[src/hw/rtl/assert_macros.svh]
// assertion macros used by the circle_point_generator top level
`ifndef ASSERT_MACROS_SVH
`define ASSERT_MACROS_SVH

`ifndef SYNTH
`define ASSERT_IMPL(lbl, clk_i, rstn_i, ante, cons) \
    lbl: assert property (@(posedge clk_i) disable iff (!(rstn_i)) (ante) |-> (cons)) \
        else $error("implication check failed");
`define ASSERT_NEXT(lbl, clk_i, rstn_i, ante, cons) \
    lbl: assert property (@(posedge clk_i) disable iff (!(rstn_i)) (ante) |=> (cons)) \
        else $error("next-cycle check failed");
`else
`define ASSERT_IMPL(lbl, clk_i, rstn_i, ante, cons)
`define ASSERT_NEXT(lbl, clk_i, rstn_i, ante, cons)
`endif

`endif

[src/hw/rtl/cpg_pkg.sv]
// shared codes and constants for the circle point generator
package cpg_pkg;

    typedef enum logic
    {
        OP_START = 1'b0,
        OP_STEP  = 1'b1
    } op_t;

    localparam int POINTS      = 8;
    localparam int DEC_INIT    = 3;
    localparam int DEC_ADD_NEG = 6;
    localparam int DEC_ADD_POS = 10;

endpackage

[src/hw/rtl/cpg_front.sv]
// front end: takes start and step beats, runs the decision variable, queues point jobs
module cpg_front #(
    parameter int COORD_BITS  = 12,
    parameter int RADIUS_BITS = 10,
    parameter int IN_W        = 40,
    parameter int JOB_W       = 45
) (
    input  logic             clk,
    input  logic             rst_n,
    input  logic             s_tvalid,
    output logic             s_tready,
    input  logic [IN_W-1:0]  s_tdata,   // center_x, center_y, radius
    input  logic [0:0]       s_tuser,   // op
    output logic             push,
    output logic [JOB_W-1:0] push_data,
    input  logic             full
);
    import cpg_pkg::*;

    localparam int C   = COORD_BITS;
    localparam int R   = RADIUS_BITS;
    localparam int D_W = RADIUS_BITS + 4;

    logic [R-1:0]          x_reg, x_next;
    logic [R-1:0]          y_reg, y_next;
    logic signed [D_W-1:0] dec_reg, dec_next;
    logic [C-1:0]          cx_reg, cx_next;
    logic [C-1:0]          cy_reg, cy_next;
    logic                  active_reg, active_next;

    logic                  take;
    logic                  is_start;
    logic [D_W-1:0]        x_ext;
    logic [D_W-1:0]        y_ext;
    logic [D_W-1:0]        r_ext;
    logic [R+1:0]          x_plus;
    logic [R+1:0]          y_lim;
    logic                  done;

    assign s_tready = !full;
    assign take     = s_tvalid && s_tready;
    assign is_start = (s_tuser[0] == OP_START);
    assign x_ext    = {{4{1'b0}}, x_reg};
    assign y_ext    = {{4{1'b0}}, y_reg};
    assign r_ext    = {{4{1'b0}}, s_tdata[2*C+R-1:2*C]};

    always_comb
    begin
        x_next      = x_reg;
        y_next      = y_reg;
        dec_next    = dec_reg;
        cx_next     = cx_reg;
        cy_next     = cy_reg;
        active_next = active_reg;
        push        = 1'b0;
        if (take)
        begin
            if (is_start)
            begin
                cx_next     = s_tdata[C-1:0];
                cy_next     = s_tdata[2*C-1:C];
                x_next      = '0;
                y_next      = s_tdata[2*C+R-1:2*C];
                dec_next    = D_W'(DEC_INIT) - (r_ext << 1);
                active_next = 1'b1;
                push        = 1'b1;
            end
            else if (active_reg)
            begin
                if (dec_reg[D_W-1])
                begin
                    dec_next = dec_reg + (x_ext << 2) + D_W'(DEC_ADD_NEG);
                end
                else
                begin
                    dec_next = dec_reg + ((x_ext - y_ext) << 2) + D_W'(DEC_ADD_POS);
                    y_next   = y_reg - R'(1);
                end
                x_next = x_reg + R'(1);
                push   = 1'b1;
            end
        end

        // look one step ahead: circle ends when the next x passes the next y
        x_plus = {2'b00, x_next} + (R+2)'(1);
        y_lim  = {2'b00, y_next} - (dec_next[D_W-1] ? (R+2)'(0) : (R+2)'(1));
        done   = $signed(x_plus) > $signed(y_lim);
        if (push && done)
        begin
            active_next = 1'b0;
        end
    end

    assign push_data = {done, cy_next, cx_next, y_next, x_next};

    always_ff @(posedge clk or negedge rst_n)
    begin
        if (!rst_n)
        begin
            x_reg      <= '0;
            y_reg      <= '0;
            dec_reg    <= '0;
            cx_reg     <= '0;
            cy_reg     <= '0;
            active_reg <= 1'b0;
        end
        else
        begin
            x_reg      <= x_next;
            y_reg      <= y_next;
            dec_reg    <= dec_next;
            cx_reg     <= cx_next;
            cy_reg     <= cy_next;
            active_reg <= active_next;
        end
    end

endmodule

[src/hw/rtl/cpg_queue.sv]
// two-entry job queue between front and back ends
module cpg_queue #(
    parameter int W = 45
) (
    input  logic         clk,
    input  logic         rst_n,
    input  logic         push,
    input  logic [W-1:0] push_data,
    input  logic         pop,
    output logic [W-1:0] pop_data,
    output logic         full,
    output logic         empty
);
    logic [W-1:0] mem_reg [2];
    logic         wr_ptr_reg, wr_ptr_next;
    logic         rd_ptr_reg, rd_ptr_next;
    logic [1:0]   count_reg, count_next;

    assign full     = (count_reg == 2'd2);
    assign empty    = (count_reg == 2'd0);
    assign pop_data = mem_reg[rd_ptr_reg];

    always_comb
    begin
        wr_ptr_next = push ? !wr_ptr_reg : wr_ptr_reg;
        rd_ptr_next = pop ? !rd_ptr_reg : rd_ptr_reg;
        count_next  = count_reg + {1'b0, push} - {1'b0, pop};
    end

    always_ff @(posedge clk)
    begin
        if (push)
        begin
            mem_reg[wr_ptr_reg] <= push_data;
        end
    end

    always_ff @(posedge clk or negedge rst_n)
    begin
        if (!rst_n)
        begin
            wr_ptr_reg <= 1'b0;
            rd_ptr_reg <= 1'b0;
            count_reg  <= 2'd0;
        end
        else
        begin
            wr_ptr_reg <= wr_ptr_next;
            rd_ptr_reg <= rd_ptr_next;
            count_reg  <= count_next;
        end
    end

endmodule

[src/hw/rtl/cpg_back.sv]
// back end: walks the eight symmetric points of each job into the output register
module cpg_back #(
    parameter int COORD_BITS  = 12,
    parameter int RADIUS_BITS = 10,
    parameter int JOB_W       = 45,
    parameter int OUT_W       = 32
) (
    input  logic             clk,
    input  logic             rst_n,
    input  logic [JOB_W-1:0] q_data,
    input  logic             q_empty,
    output logic             q_pop,
    output logic             m_tvalid,
    input  logic             m_tready,
    output logic [OUT_W-1:0] m_tdata,   // point_x, point_y
    output logic             m_tlast,   // last_of_step
    output logic [0:0]       m_tuser    // circle_done
);
    import cpg_pkg::*;

    localparam int C   = COORD_BITS;
    localparam int R   = RADIUS_BITS;
    localparam int S_W = ((COORD_BITS > RADIUS_BITS) ? COORD_BITS : RADIUS_BITS) + 2;

    logic [JOB_W-1:0] job_reg, job_next;
    logic             job_valid_reg, job_valid_next;
    logic [2:0]       idx_reg, idx_next;
    logic             out_valid_reg, out_valid_next;
    logic [OUT_W-1:0] out_data_reg, out_data_next;
    logic             out_last_reg, out_last_next;
    logic             out_done_reg, out_done_next;

    logic [R-1:0]     jx, jy;
    logic [C-1:0]     jcx, jcy;
    logic             jdone;
    logic             advance, issue, last_pt;
    logic [R-1:0]     a_off, b_off;
    logic [S_W-1:0]   cx_s, cy_s, a_s, b_s, px, py;

    assign {jdone, jcy, jcx, jy, jx} = job_reg;

    assign advance = !out_valid_reg || m_tready;
    assign issue   = advance && job_valid_reg;
    assign last_pt = (idx_reg == 3'(POINTS - 1));
    assign q_pop   = !q_empty && (!job_valid_reg || (issue && last_pt));

    always_comb
    begin
        // first four points use (x, y), the rest swap them
        a_off = idx_reg[2] ? jy : jx;
        b_off = idx_reg[2] ? jx : jy;
        cx_s  = {{(S_W-C){jcx[C-1]}}, jcx};
        cy_s  = {{(S_W-C){jcy[C-1]}}, jcy};
        a_s   = {{(S_W-R){1'b0}}, a_off};
        b_s   = {{(S_W-R){1'b0}}, b_off};
        px    = idx_reg[0] ? (cx_s - a_s) : (cx_s + a_s);
        py    = idx_reg[1] ? (cy_s + b_s) : (cy_s - b_s);

        job_next       = job_reg;
        job_valid_next = job_valid_reg;
        idx_next       = idx_reg;
        out_valid_next = out_valid_reg;
        out_data_next  = out_data_reg;
        out_last_next  = out_last_reg;
        out_done_next  = out_done_reg;

        if (advance)
        begin
            out_valid_next = job_valid_reg;
            out_data_next  = OUT_W'({py[C:0], px[C:0]});
            out_last_next  = last_pt;
            out_done_next  = jdone;
        end
        if (issue)
        begin
            idx_next = idx_reg + 3'd1;
            if (last_pt)
            begin
                job_valid_next = 1'b0;
            end
        end
        if (q_pop)
        begin
            job_next       = q_data;
            job_valid_next = 1'b1;
            idx_next       = '0;
        end
    end

    always_ff @(posedge clk)
    begin
        job_reg      <= job_next;
        out_data_reg <= out_data_next;
        out_last_reg <= out_last_next;
        out_done_reg <= out_done_next;
    end

    always_ff @(posedge clk or negedge rst_n)
    begin
        if (!rst_n)
        begin
            job_valid_reg <= 1'b0;
            idx_reg       <= '0;
            out_valid_reg <= 1'b0;
        end
        else
        begin
            job_valid_reg <= job_valid_next;
            idx_reg       <= idx_next;
            out_valid_reg <= out_valid_next;
        end
    end

    assign m_tvalid   = out_valid_reg;
    assign m_tdata    = out_data_reg;
    assign m_tlast    = out_last_reg;
    assign m_tuser[0] = out_done_reg;

endmodule

[src/hw/rtl/circle_point_generator.sv]
// midpoint circle rasterizer: start/step beats in, eight symmetric points out per start or active step
// a taken beat's job passes through the queue and the back end's job register before
// its first point reaches the output register; the back end's single point path emits
// each item's points in turn, stalling while m_tready is low; a step taken while idle
// emits nothing; the two-entry queue lets the front take beats while the back emits
// reset: asynchronous active low; clears the queue, output register and circle state
`include "assert_macros.svh"

module circle_point_generator #(
    parameter int COORD_BITS  = 12,
    parameter int RADIUS_BITS = 10
) (
    input  logic                                                 clk,
    input  logic                                                 rst_n,
    input  logic                                                 s_tvalid,
    output logic                                                 s_tready,
    // center_x, center_y, radius
    input  logic [((2*COORD_BITS+RADIUS_BITS+7)/8)*8-1:0]         s_tdata,
    input  logic [0:0]                                           s_tuser,   // op
    output logic                                                 m_tvalid,
    input  logic                                                 m_tready,
    // point_x, point_y
    output logic [((2*(COORD_BITS+1)+7)/8)*8-1:0]                m_tdata,
    output logic                                                 m_tlast,   // last_of_step
    output logic [0:0]                                           m_tuser    // circle_done
);
    import cpg_pkg::*;

    localparam int IN_W  = ((2*COORD_BITS + RADIUS_BITS + 7) / 8) * 8;
    localparam int OUT_W = ((2*(COORD_BITS + 1) + 7) / 8) * 8;
    localparam int JOB_W = 2*COORD_BITS + 2*RADIUS_BITS + 1;

    logic             q_push;
    logic [JOB_W-1:0] q_push_data;
    logic             q_pop;
    logic [JOB_W-1:0] q_pop_data;
    logic             q_full;
    logic             q_empty;

    cpg_front #(
        .COORD_BITS  (COORD_BITS),
        .RADIUS_BITS (RADIUS_BITS),
        .IN_W        (IN_W),
        .JOB_W       (JOB_W)
    ) u_front (
        .clk       (clk),
        .rst_n     (rst_n),
        .s_tvalid  (s_tvalid),
        .s_tready  (s_tready),
        .s_tdata   (s_tdata),
        .s_tuser   (s_tuser),
        .push      (q_push),
        .push_data (q_push_data),
        .full      (q_full)
    );

    cpg_queue #(
        .W (JOB_W)
    ) u_queue (
        .clk       (clk),
        .rst_n     (rst_n),
        .push      (q_push),
        .push_data (q_push_data),
        .pop       (q_pop),
        .pop_data  (q_pop_data),
        .full      (q_full),
        .empty     (q_empty)
    );

    cpg_back #(
        .COORD_BITS  (COORD_BITS),
        .RADIUS_BITS (RADIUS_BITS),
        .JOB_W       (JOB_W),
        .OUT_W       (OUT_W)
    ) u_back (
        .clk      (clk),
        .rst_n    (rst_n),
        .q_data   (q_pop_data),
        .q_empty  (q_empty),
        .q_pop    (q_pop),
        .m_tvalid (m_tvalid),
        .m_tready (m_tready),
        .m_tdata  (m_tdata),
        .m_tlast  (m_tlast),
        .m_tuser  (m_tuser)
    );

    // jobs never overrun or underrun the queue, and a pushed job is visible next cycle
    `ASSERT_IMPL(a_no_push_full, clk, rst_n, q_push, !q_full)
    `ASSERT_IMPL(a_no_pop_empty, clk, rst_n, q_pop, !q_empty)
    `ASSERT_NEXT(a_push_visible, clk, rst_n, q_push, !q_empty)

endmodule

[config.mk]
export PLATFORM = sky130hd
export DESIGN_NAME = circle_point_generator
export DESIGN_NICKNAME = d
export VERILOG_FILES = /design/src/hw/rtl/cpg_pkg.sv /design/src/hw/rtl/cpg_front.sv /design/src/hw/rtl/cpg_queue.sv /design/src/hw/rtl/cpg_back.sv /design/src/hw/rtl/circle_point_generator.sv
export VERILOG_INCLUDE_DIRS = /design/src /design/src/hw/rtl
export SDC_FILE = /design/constraint.sdc
export NUM_CORES = 1
export LEC_CHECK = 0
export ABC_AREA = 1
export BUFFER_PORTS_ARGS = -buffer_cell sky130_fd_sc_hd__buf_4
export CAP_MARGIN = 20
export CORE_MARGIN = 2
export CORE_UTILIZATION = 59
export CTS_BUF_LIST = sky130_fd_sc_hd__clkbuf_8
export DETAILED_ROUTE_END_ITERATION = 10
export PLACE_DENSITY_LB_ADDON = 0.25
export SLEW_MARGIN = 10
export SYNTH_ARGS = -nofsm -noshare
export SYNTH_HDL_FRONTEND = slang
export SYNTH_SLANG_ARGS = --single-unit
[constraint.sdc]
create_clock -name clk -period 9.5 [get_ports clk]
set_input_delay 1.425 -clock clk [delete_from_list [all_inputs] [get_ports clk]]
set_output_delay 1.425 -clock clk [all_outputs]
set_load 0.1 [all_outputs]
==> results of run 1 <==
cells in the mapped netlist (all sizes together):
cell type	count	area [um2]
or2	8	50.1
and2	1	6.26
edfxtp	163	4890
nor3	10	60.1
inv	170	641
o22ai	7	43.8
a31oi	8	50.1
a21boi	4	30.0
nor2	113	472
o211ai	3	22.5
clkbuf	14	52.6
a21o	8	60.1
nand2	481	1830
ha	100	1250
nand3b	3	22.5
xor2	43	377
dfrtp	67	1680
a32oi	1	8.76
fa	5	100
xnor2	25	219
o21a	8	60.1
o2111ai	3	26.3
o21bai	4	30.0
and3	1	6.26
a2bb2oi	1	8.76
clkinv	1	3.75
nand3	70	350
xor3	1	23.8
conb	1	3.75
nor4	1	6.26
nand4	17	106
buf	18	130
a21oi	65	337
o21ai	59	303
layer usage:
layer  vias to the layer above  global-route usage
li1                       5065                   -
met1                      4640               0.318
met2                       316               0.419
met3                        59              0.0395
met4                         0              0.0935
met5                         -                   0
cells by family (layout without fill, tap and decap cells):
family,Yosys count,count (layout)
flip-flops,230,230
buffers and inverters,203,313
adder cells (fa/ha/maj),105,105
AND/OR/NAND/NOR,705,705
XOR/XNOR,69,69
AO/OA/AOI/OAI,171,171
other,1,6
layout make-up:
cell class | instances | area [um2] | area share
well taps | 280 | 350 | 0.0238
clock inverters | 30 | 174 | 0.0118
flip-flops and latches | 230 | 6570 | 0.446
repair buffers | 72 | 541 | 0.0367
clock buffers | 40 | 551 | 0.0374
multi-input cells | 1056 | 5910 | 0.401
inverters | 171 | 644 | 0.0437
placed cells by master, fill, tap and decap left out, drive strengths merged, types with 6 or more instances in the layout:
master	netlist	routed
nand2	481	481
ha	100	100
clkbuf	14	40
or2	8	8
conb	1	6
dfrtp	67	67
inv	170	185
nand3	70	70
a21oi	65	65
o21a	8	8
nand4	17	17
edfxtp	163	163
a21o	8	8
buf	18	72
nor3	10	10
o21ai	59	59
xnor2	25	25
xor2	43	43
nor2	113	113
o22ai	7	7
a31oi	8	8
clkinv	1	14
through the flow:
step                      hold slack (ns)  cells  utilization  worst slack [ns]  instance area [um2]
after CTS                           0.428   1879        0.671              3.69                14700
after floorplan                     0.400   1489            -              4.32                13300
after detailed placement            0.436   1809        0.638              3.74                14000
after global placement              0.404   1809        0.638              3.84                14000
after global routing                0.423   1879        0.671              3.02                14700
final                               0.423   1879        0.671              3.68                14700
worst reg2reg max path: cells and delay by family, from the launching register on:
family / cells / cell delay [ns]
flip-flops: 1 / 0.43
XOR/XNOR: 2 / 0.36
adder cells (fa/ha/maj): 6 / 1.73
AND/OR/NAND/NOR: 23 / 1.99
buffers and inverters: 3 / 0.28
AO/OA/AOI/OAI: 4 / 0.74
final timing paths:
path | from | endpoint
setup / recovery | u_front.x_reg[0] | u_queue.mem_reg[1][44]
hold / removal | u_back.job_reg[44] | u_back.m_tuser
setup reg to reg | u_front.x_reg[0] | u_queue.mem_reg[1][44]
hold reg to reg | u_back.job_reg[44] | u_back.m_tuser
max in group asynchronous | rst_n | u_back.m_tvalid
min in group asynchronous | rst_n | u_front.x_reg[7]
==> results.sh, run 1 <==
export IMPL_cp_num_cells=38
export IMPL_clkLatencyLatePin_ns=0.55
export IMPL_muxShareOfSynthArea=0
export IMPL_hold_depth=0
export IMPL_htreeDepth=2
export IMPL_wirelength_um=28600
export IMPL_drc=0
export IMPL_setup_viol=0
export IMPL_rsz0062_at_grt="false"
export IMPL_r2r_setup_slack_ns=3.68
export IMPL_grt_overflow_total=0
export IMPL_worst_pin_slew_ns=0.996
export IMPL_postCtsHoldBufs=0
export IMPL_cap_violations=0
export IMPL_fmaxAchievable_ghz=0.172
export IMPL_synth_simple_gate_area_frac=0.219
export IMPL_antenna_found_initial=0
export IMPL_ff2ff_path_depth=38
export IMPL_critPathTopFamily="simple AND/OR/NAND/NOR gates"
export IMPL_cts_root_buffer="clkbuf_8"
export IMPL_synth_compound_area_share=0.0739
export IMPL_die_y_um=154
export IMPL_die_x_um=154
export IMPL_slew_headroom=0.335
export IMPL_crit_path_max_fanout=7
export IMPL_drtAntennaViolNets=0
export IMPL_post_route_period_util=0.613
export IMPL_synth_xor_area_frac=0.0467
export IMPL_finalCriticalPeriod_ns=5.82
export IMPL_first_global_vias=9705
export IMPL_synth_top_family_by_area="simple AND/OR/NAND/NOR gates"
export IMPL_crit_path_start_kind="flip-flop"
export IMPL_setup_tns_ns=0
export IMPL_avgSynthCellArea_um2=8.94
export IMPL_yosys_cell_types_count=48
export IMPL_status="complete, no violations"
export IMPL_post_cts_resized=0
export IMPL_io_pins=81
export IMPL_synth_cell_area_mm2=0.0133
export IMPL_area_delta_synth_final_pct=11.1
export IMPL_clk_pin_slew_ns=0.06
export IMPL_synth_fa_ha_area_frac=0.102
export IMPL_coreArea_mm2=0.0220
export IMPL_hold_viol=0
export IMPL_cp_num_buf_inv=3
export IMPL_start_util=0.604
export IMPL_drv_slew=0
export IMPL_post_cts_buffers=0
export IMPL_drive_above_1_share=0.107
export IMPL_nFillCells=1753
export IMPL_path_common_cell="nand2_1"
export IMPL_crit_path_max_incr_delay_ns=0.45
export IMPL_gp_congestion=0.943
export IMPL_io_buffers=68
export IMPL_routedWlPerCell_um=15.2
export IMPL_wl_met2_um=13500
export IMPL_diodes=0
export IMPL_fin_nets=1719
export IMPL_ys_warn_count=0
export IMPL_viasPerCell=5.36
export IMPL_wl_met1_um=12500
export IMPL_syn_inst=1484
export IMPL_criticalPathCategory="flip-flop to flip-flop"
export IMPL_synth_seq_cells=230
export IMPL_seq_area_frac_synth=0.495
export IMPL_hpwl_um=20800
export IMPL_grt_max_degree=68
export IMPL_cts_buffers=38
export IMPL_drt_iter0_markers=665
export IMPL_grt_first_pass_wirelength_um=46900
export IMPL_first_pass_iters=8
export IMPL_top_layer="met4"
export IMPL_track_usage=0.246
export IMPL_wl_met3_um=1710
export IMPL_num_rows=54
export IMPL_cp_arrival_ns=6.07
export IMPL_cts_tree="built"
export IMPL_clk_path_buf_depth=3
export IMPL_die_area_mm2=0.0237
export IMPL_min_path_type="flip-flop to flip-flop"
export IMPL_critical_path_required_ns=9.75
export IMPL_dr_total_vias=10100
export IMPL_cts_sinks=230
export IMPL_cp_end_kind="flip-flop"
export IMPL_cp_slowest_cell="fa_1"
export IMPL_largest_reg_flops=90
export IMPL_finClkSkew_ns=0.0238
Power of run 1 is not shown: default switching activity piles up to over one toggle a cycle in this logic, so the estimate is an artifact.
==> run 2: changes to the inputs <==
clock period = 5.71 ns   (was 9.5 ns; I/O delays follow)
==> run 2 against run 1 <==
Compared with the run above:
- sequential share of layout area is 1.2 points lower
- utilization is 1.8 points higher
- wire length is 6.6% higher
- critical path depth stayed put
- register-to-register slack worse by 3.2 ns
- cell count is 0.85% higher
- first-iteration DRC count is 9.2% higher
- critical path type unchanged
- largest cell class unchanged
==> results.sh, run 2 (synthesis gave the netlist of run 1 again) <==
export IMPL_first_global_vias=10100
export IMPL_die_area_mm2=0.0237
export IMPL_fin_nets=1737
export IMPL_cp_slowest_cell="dfrtp_1"
export IMPL_routedWlPerCell_um=16.1
export IMPL_cts_sinks=230
export IMPL_cp_arrival_ns=5.55
export IMPL_start_util=0.604
export IMPL_slew_headroom=0.318
export IMPL_drive_above_1_share=0.139
export IMPL_coreArea_mm2=0.0220
export IMPL_num_rows=54
export IMPL_post_place_ws_ns=0.0377
export IMPL_crit_path_start_kind="flip-flop"
export IMPL_hold_viol=0
export IMPL_clk_pin_slew_ns=0.07
export IMPL_finalCriticalPeriod_ns=5.27
export IMPL_grt_first_pass_wirelength_um=49100
export IMPL_diodes=0
export IMPL_track_usage=0.260
export IMPL_min_path_type="flip-flop to flip-flop"
export IMPL_cp_end_kind="flip-flop"
export IMPL_grt_max_degree=68
export IMPL_timing_hold_ws_ns=0.426
export IMPL_cap_violations=0
export IMPL_io_buffers=68
export IMPL_critical_path_required_ns=5.99
export IMPL_clk_path_buf_depth=3
export IMPL_status="complete, no violations"
export IMPL_crit_path_max_incr_delay_ns=0.42
export IMPL_drc=0
export IMPL_gp_congestion=0.962
export IMPL_setup_viol=0
export IMPL_crit_path_max_fanout=4
export IMPL_grt_overflow_total=0
export IMPL_worst_pin_slew_ns=1.02
export IMPL_fin_ws_ns=0.436
export IMPL_htreeDepth=2
export IMPL_largest_reg_flops=90
export IMPL_final_common_cell="nand2_1"
export IMPL_criticalPathCategory="flip-flop to flip-flop"
export IMPL_fmaxAchievable_ghz=0.190
export IMPL_cts_tree="built"
export IMPL_dr_total_vias=10300
export IMPL_drtAntennaViolNets=0
export IMPL_finClkSkew_ns=0.0297
export IMPL_first_pass_iters=7
export IMPL_post_route_period_util=0.924
export IMPL_antenna_found_initial=0
export IMPL_cts_root_buffer="clkbuf_8"
export IMPL_drv_slew=0
export IMPL_io_pins=81
export IMPL_die_x_um=154
export IMPL_final_cell_mix="nand2_1, inv_1, edfxtp_1"
export IMPL_drt_iter0_markers=726
export IMPL_cts_buffers=38
export IMPL_die_y_um=154
export IMPL_area_delta_synth_final_pct=14.1
export IMPL_clkLatencyLatePin_ns=0.53
export IMPL_path_common_cell="nand2_1"
export IMPL_hpwl_um=22000
export IMPL_viasPerCell=5.42
export IMPL_wirelength_um=30500
[run 2: routing by layer]
metal / share of wire / global-route usage / vias to the layer above / wire, um
met5: 0 / 0 / - / 0
met4: 0.039 / 0.107 / 0 / 1180
met3: 0.046 / 0.0366 / 70 / 1390
met2: 0.48 / 0.455 / 270 / 14800
met1: 0.43 / 0.326 / 4830 / 13100
li1: - / - / 5092 / -
[run 2: what timing repair did]
item / in CTS / in global routing
setup endpoints to repair: 0 / 3
buffers inserted: 0 / 4
hold buffers: 0 / 0
resized for setup: 0 / 35
[run 2: layout make-up]
cell class	instances	area [um2]
Tap cell	280	350
Fill cell	1698	6820
Inverter	171	644
Multi-Input combinational cell	1056	6070
Timing Repair Buffer	90	676
Sequential cell	230	6570
Clock inverter	23	200
Clock buffer	45	619
[run 2: through the flow]
step / TNS, ns / util / area, um2 / std cells
2_1_floorplan: 0 / - / 13300 / 1489
3_3_place_gp: 0 / 0.643 / 14100 / 1823
3_5_place_dp: 0 / 0.643 / 14100 / 1823
4_1_cts: 0 / 0.680 / 14900 / 1891
5_1_grt: -0.0369 / 0.689 / 15100 / 1895
6_report: 0 / 0.689 / 15100 / 1895
[run 2: worst paths after layout]
| kind | from | to | slack, ns | depth (start not counted) |
|---|---|---|---|---|
| min in group asynchronous | rst_n | u_front.x_reg[5] | 0.48 | 1 |
| worst max-delay path | u_front.x_reg[0] | u_queue.mem_reg[0][44] | 0.44 | 38 |
| max in group asynchronous | rst_n | u_front.y_reg[0] | 4.54 | 1 |
| worst min-delay path | u_back.job_reg[44] | u_back.m_tuser | 0.43 | 0 |
| worst max register to register | u_front.x_reg[0] | u_queue.mem_reg[0][44] | 0.44 | 38 |
| worst min register to register | u_back.job_reg[44] | u_back.m_tuser | 0.43 | 0 |
[run 2: worst max-delay path, delay by kind of cell, from the launching register on]
family	cells	cell delay, ns
buffers and inverters	3	0.26
AOI/OAI and AO/OA	3	0.50
and+or+nand+nor	24	1.95
adders and majority gates	6	1.46
xor gates and xnor gates	2	0.44
DFF	1	0.42
Power of run 2 is left out for the same reason.
==> run 3: changes to the inputs <==
RECOVER_POWER = 50   (was not set)
clock period = 6.2 ns   (was 5.71 ns; I/O delays follow)
==> run 3 against run 2 <==
Compared with the run above:
- the flow now finishes with violations (max-capacitance violations, max-slew violations)
- cell count shrank 0.79%
- clock skew is 0.015 ns higher
- sequential cell count is the same
- via count is 1.1% lower
- fmax decreased by 6.5%
- register-to-register slack improved by 0.13 ns
- critical path depth is 3 lower
- wire length down 4.7%
- utilization decreased by 2.2 points
- critical path type unchanged
- critical endpoint is now u_queue.mem_reg[1][44]
- highest routed layer unchanged
==> results.sh, run 3 (synthesis gave the netlist of run 1 again) <==
export IMPL_die_y_um=154
export IMPL_cp_end_kind="flip-flop"
export IMPL_crit_path_max_incr_delay_ns=0.47
export IMPL_largest_reg_flops=90
export IMPL_cp_startpoint="u_front.x_reg[2]"
export IMPL_cp_num_cells=35
export IMPL_hold_depth=0
export IMPL_htreeDepth=2
export IMPL_hpwl_um=21300
export IMPL_dr_total_vias=10100
export IMPL_path_common_cell="nand2_1"
export IMPL_drv_slew=68
export IMPL_crit_path_start_kind="flip-flop"
export IMPL_cp_num_buf_inv=1
export IMPL_cts_root_buffer="clkbuf_8"
export IMPL_post_route_period_util=0.909
export IMPL_area_delta_synth_final_pct=10.5
export IMPL_postCtsHoldBufs=0
export IMPL_num_rows=54
export IMPL_diodes=0
export IMPL_setup_viol=0
export IMPL_min_path_type="flip-flop to flip-flop"
export IMPL_clkLatencyLatePin_ns=0.56
export IMPL_r2r_start="u_front.x_reg[2]"
export IMPL_fmaxAchievable_ghz=0.177
export IMPL_viasPerCell=5.40
export IMPL_io_pins=81
export IMPL_worst_pin_slew_ns=4.11
export IMPL_min_from="u_back.job_reg[44]"
export IMPL_drtAntennaViolNets=0
export IMPL_slew_headroom=-1.74
export IMPL_cts_buffers=37
export IMPL_antenna_found_initial=0
export IMPL_track_usage=0.251
export IMPL_criticalPathCategory="flip-flop to flip-flop"
export IMPL_io_buffers=68
export IMPL_first_pass_iters=5
export IMPL_ff2ff_path_depth=35
export IMPL_cp_arrival_ns=5.90
export IMPL_crit_path_max_fanout=6
export IMPL_clk_pin_slew_ns=0.06
export IMPL_cts_tree="built"
export IMPL_die_x_um=154
export IMPL_drt_iter0_markers=728
export IMPL_critPathTopFamily="simple AND/OR/NAND/NOR gates"
export IMPL_finalCriticalPeriod_ns=5.64
export IMPL_gp_congestion=0.942
export IMPL_critical_path_required_ns=6.46
export IMPL_start_util=0.604
export IMPL_fin_nets=1721
export IMPL_setup_tns_ns=0
export IMPL_routedWlPerCell_um=15.5
export IMPL_violations="max-capacitance violations, max-slew violations"
export IMPL_first_global_vias=9789
export IMPL_grt_first_pass_wirelength_um=47500
export IMPL_drc=0
export IMPL_coreArea_mm2=0.0220
export IMPL_grt_max_degree=68
export IMPL_status="finished, violations left"
export IMPL_clk_path_buf_depth=3
export IMPL_drive_above_1_share=0.0856
export IMPL_die_area_mm2=0.0237
export IMPL_cp_slowest_cell="dfrtp_2"
export IMPL_final_cell_mix="nand2_1, inv_1, edfxtp_1"
export IMPL_hold_viol=0
export IMPL_wirelength_um=29100
export IMPL_finClkSkew_ns=0.0448
export IMPL_cts_sinks=230
export IMPL_grt_overflow_total=0
export IMPL_rsz0062_at_grt="false"
export IMPL_final_common_cell="nand2_1"
export IMPL_cap_violations=1
-- run 3: layout make-up --
class                           instances  area, um2
Multi-Input combinational cell       1056       5890
Tap cell                              280        350
Fill cell                            1783       7300
Clock inverter                         27        200
Timing Repair Buffer                   75        439
Inverter                              171        643
Clock buffer                           41        564
Sequential cell                       230       6570
-- run 3: per-stage QoR --
| stage | util | hold slack (ns) | area, um2 | cells | worst slack (ns) |
|---|---|---|---|---|---|
| after floorplan | - | 0.400 | 13300 | 1489 | 1.27 |
| after global placement | 0.639 | 0.406 | 14000 | 1811 | 0.595 |
| after detailed placement | 0.639 | 0.418 | 14000 | 1811 | 0.538 |
| after CTS | 0.674 | 0.429 | 14800 | 1879 | 0.497 |
| after global routing | 0.668 | 0.443 | 14700 | 1880 | 0.0340 |
| final | 0.668 | 0.442 | 14700 | 1880 | 0.561 |
-- run 3: layer usage --
layer,global-route usage,routed length (um),vias to the layer above
met4,0.0970,928,0
li1,-,-,5067
met3,0.0392,1730,66
met1,0.328,12800,4692
met5,0,0,-
met2,0.424,13600,320
-- run 3: path summary, 6_finish.rpt --
check	endpoint	slack, ns
worst max-delay path	u_queue.mem_reg[1][44]	0.56
min in group asynchronous	u_front.cx_reg[9]	1.83
max in group asynchronous	u_front.x_reg[2]	1.76
worst min register to register	u_back.m_tuser	0.44
worst max register to register	u_queue.mem_reg[1][44]	0.56
worst min-delay path	u_back.m_tuser	0.44
-- run 3: timing repair --
action,4_1_cts,5_1_grt
endpoints found under the setup margin,0,3
endpoints found under the hold margin,0,0
setup buffers,0,1
resized for setup,0,9
Power of run 3 is left out for the same reason.
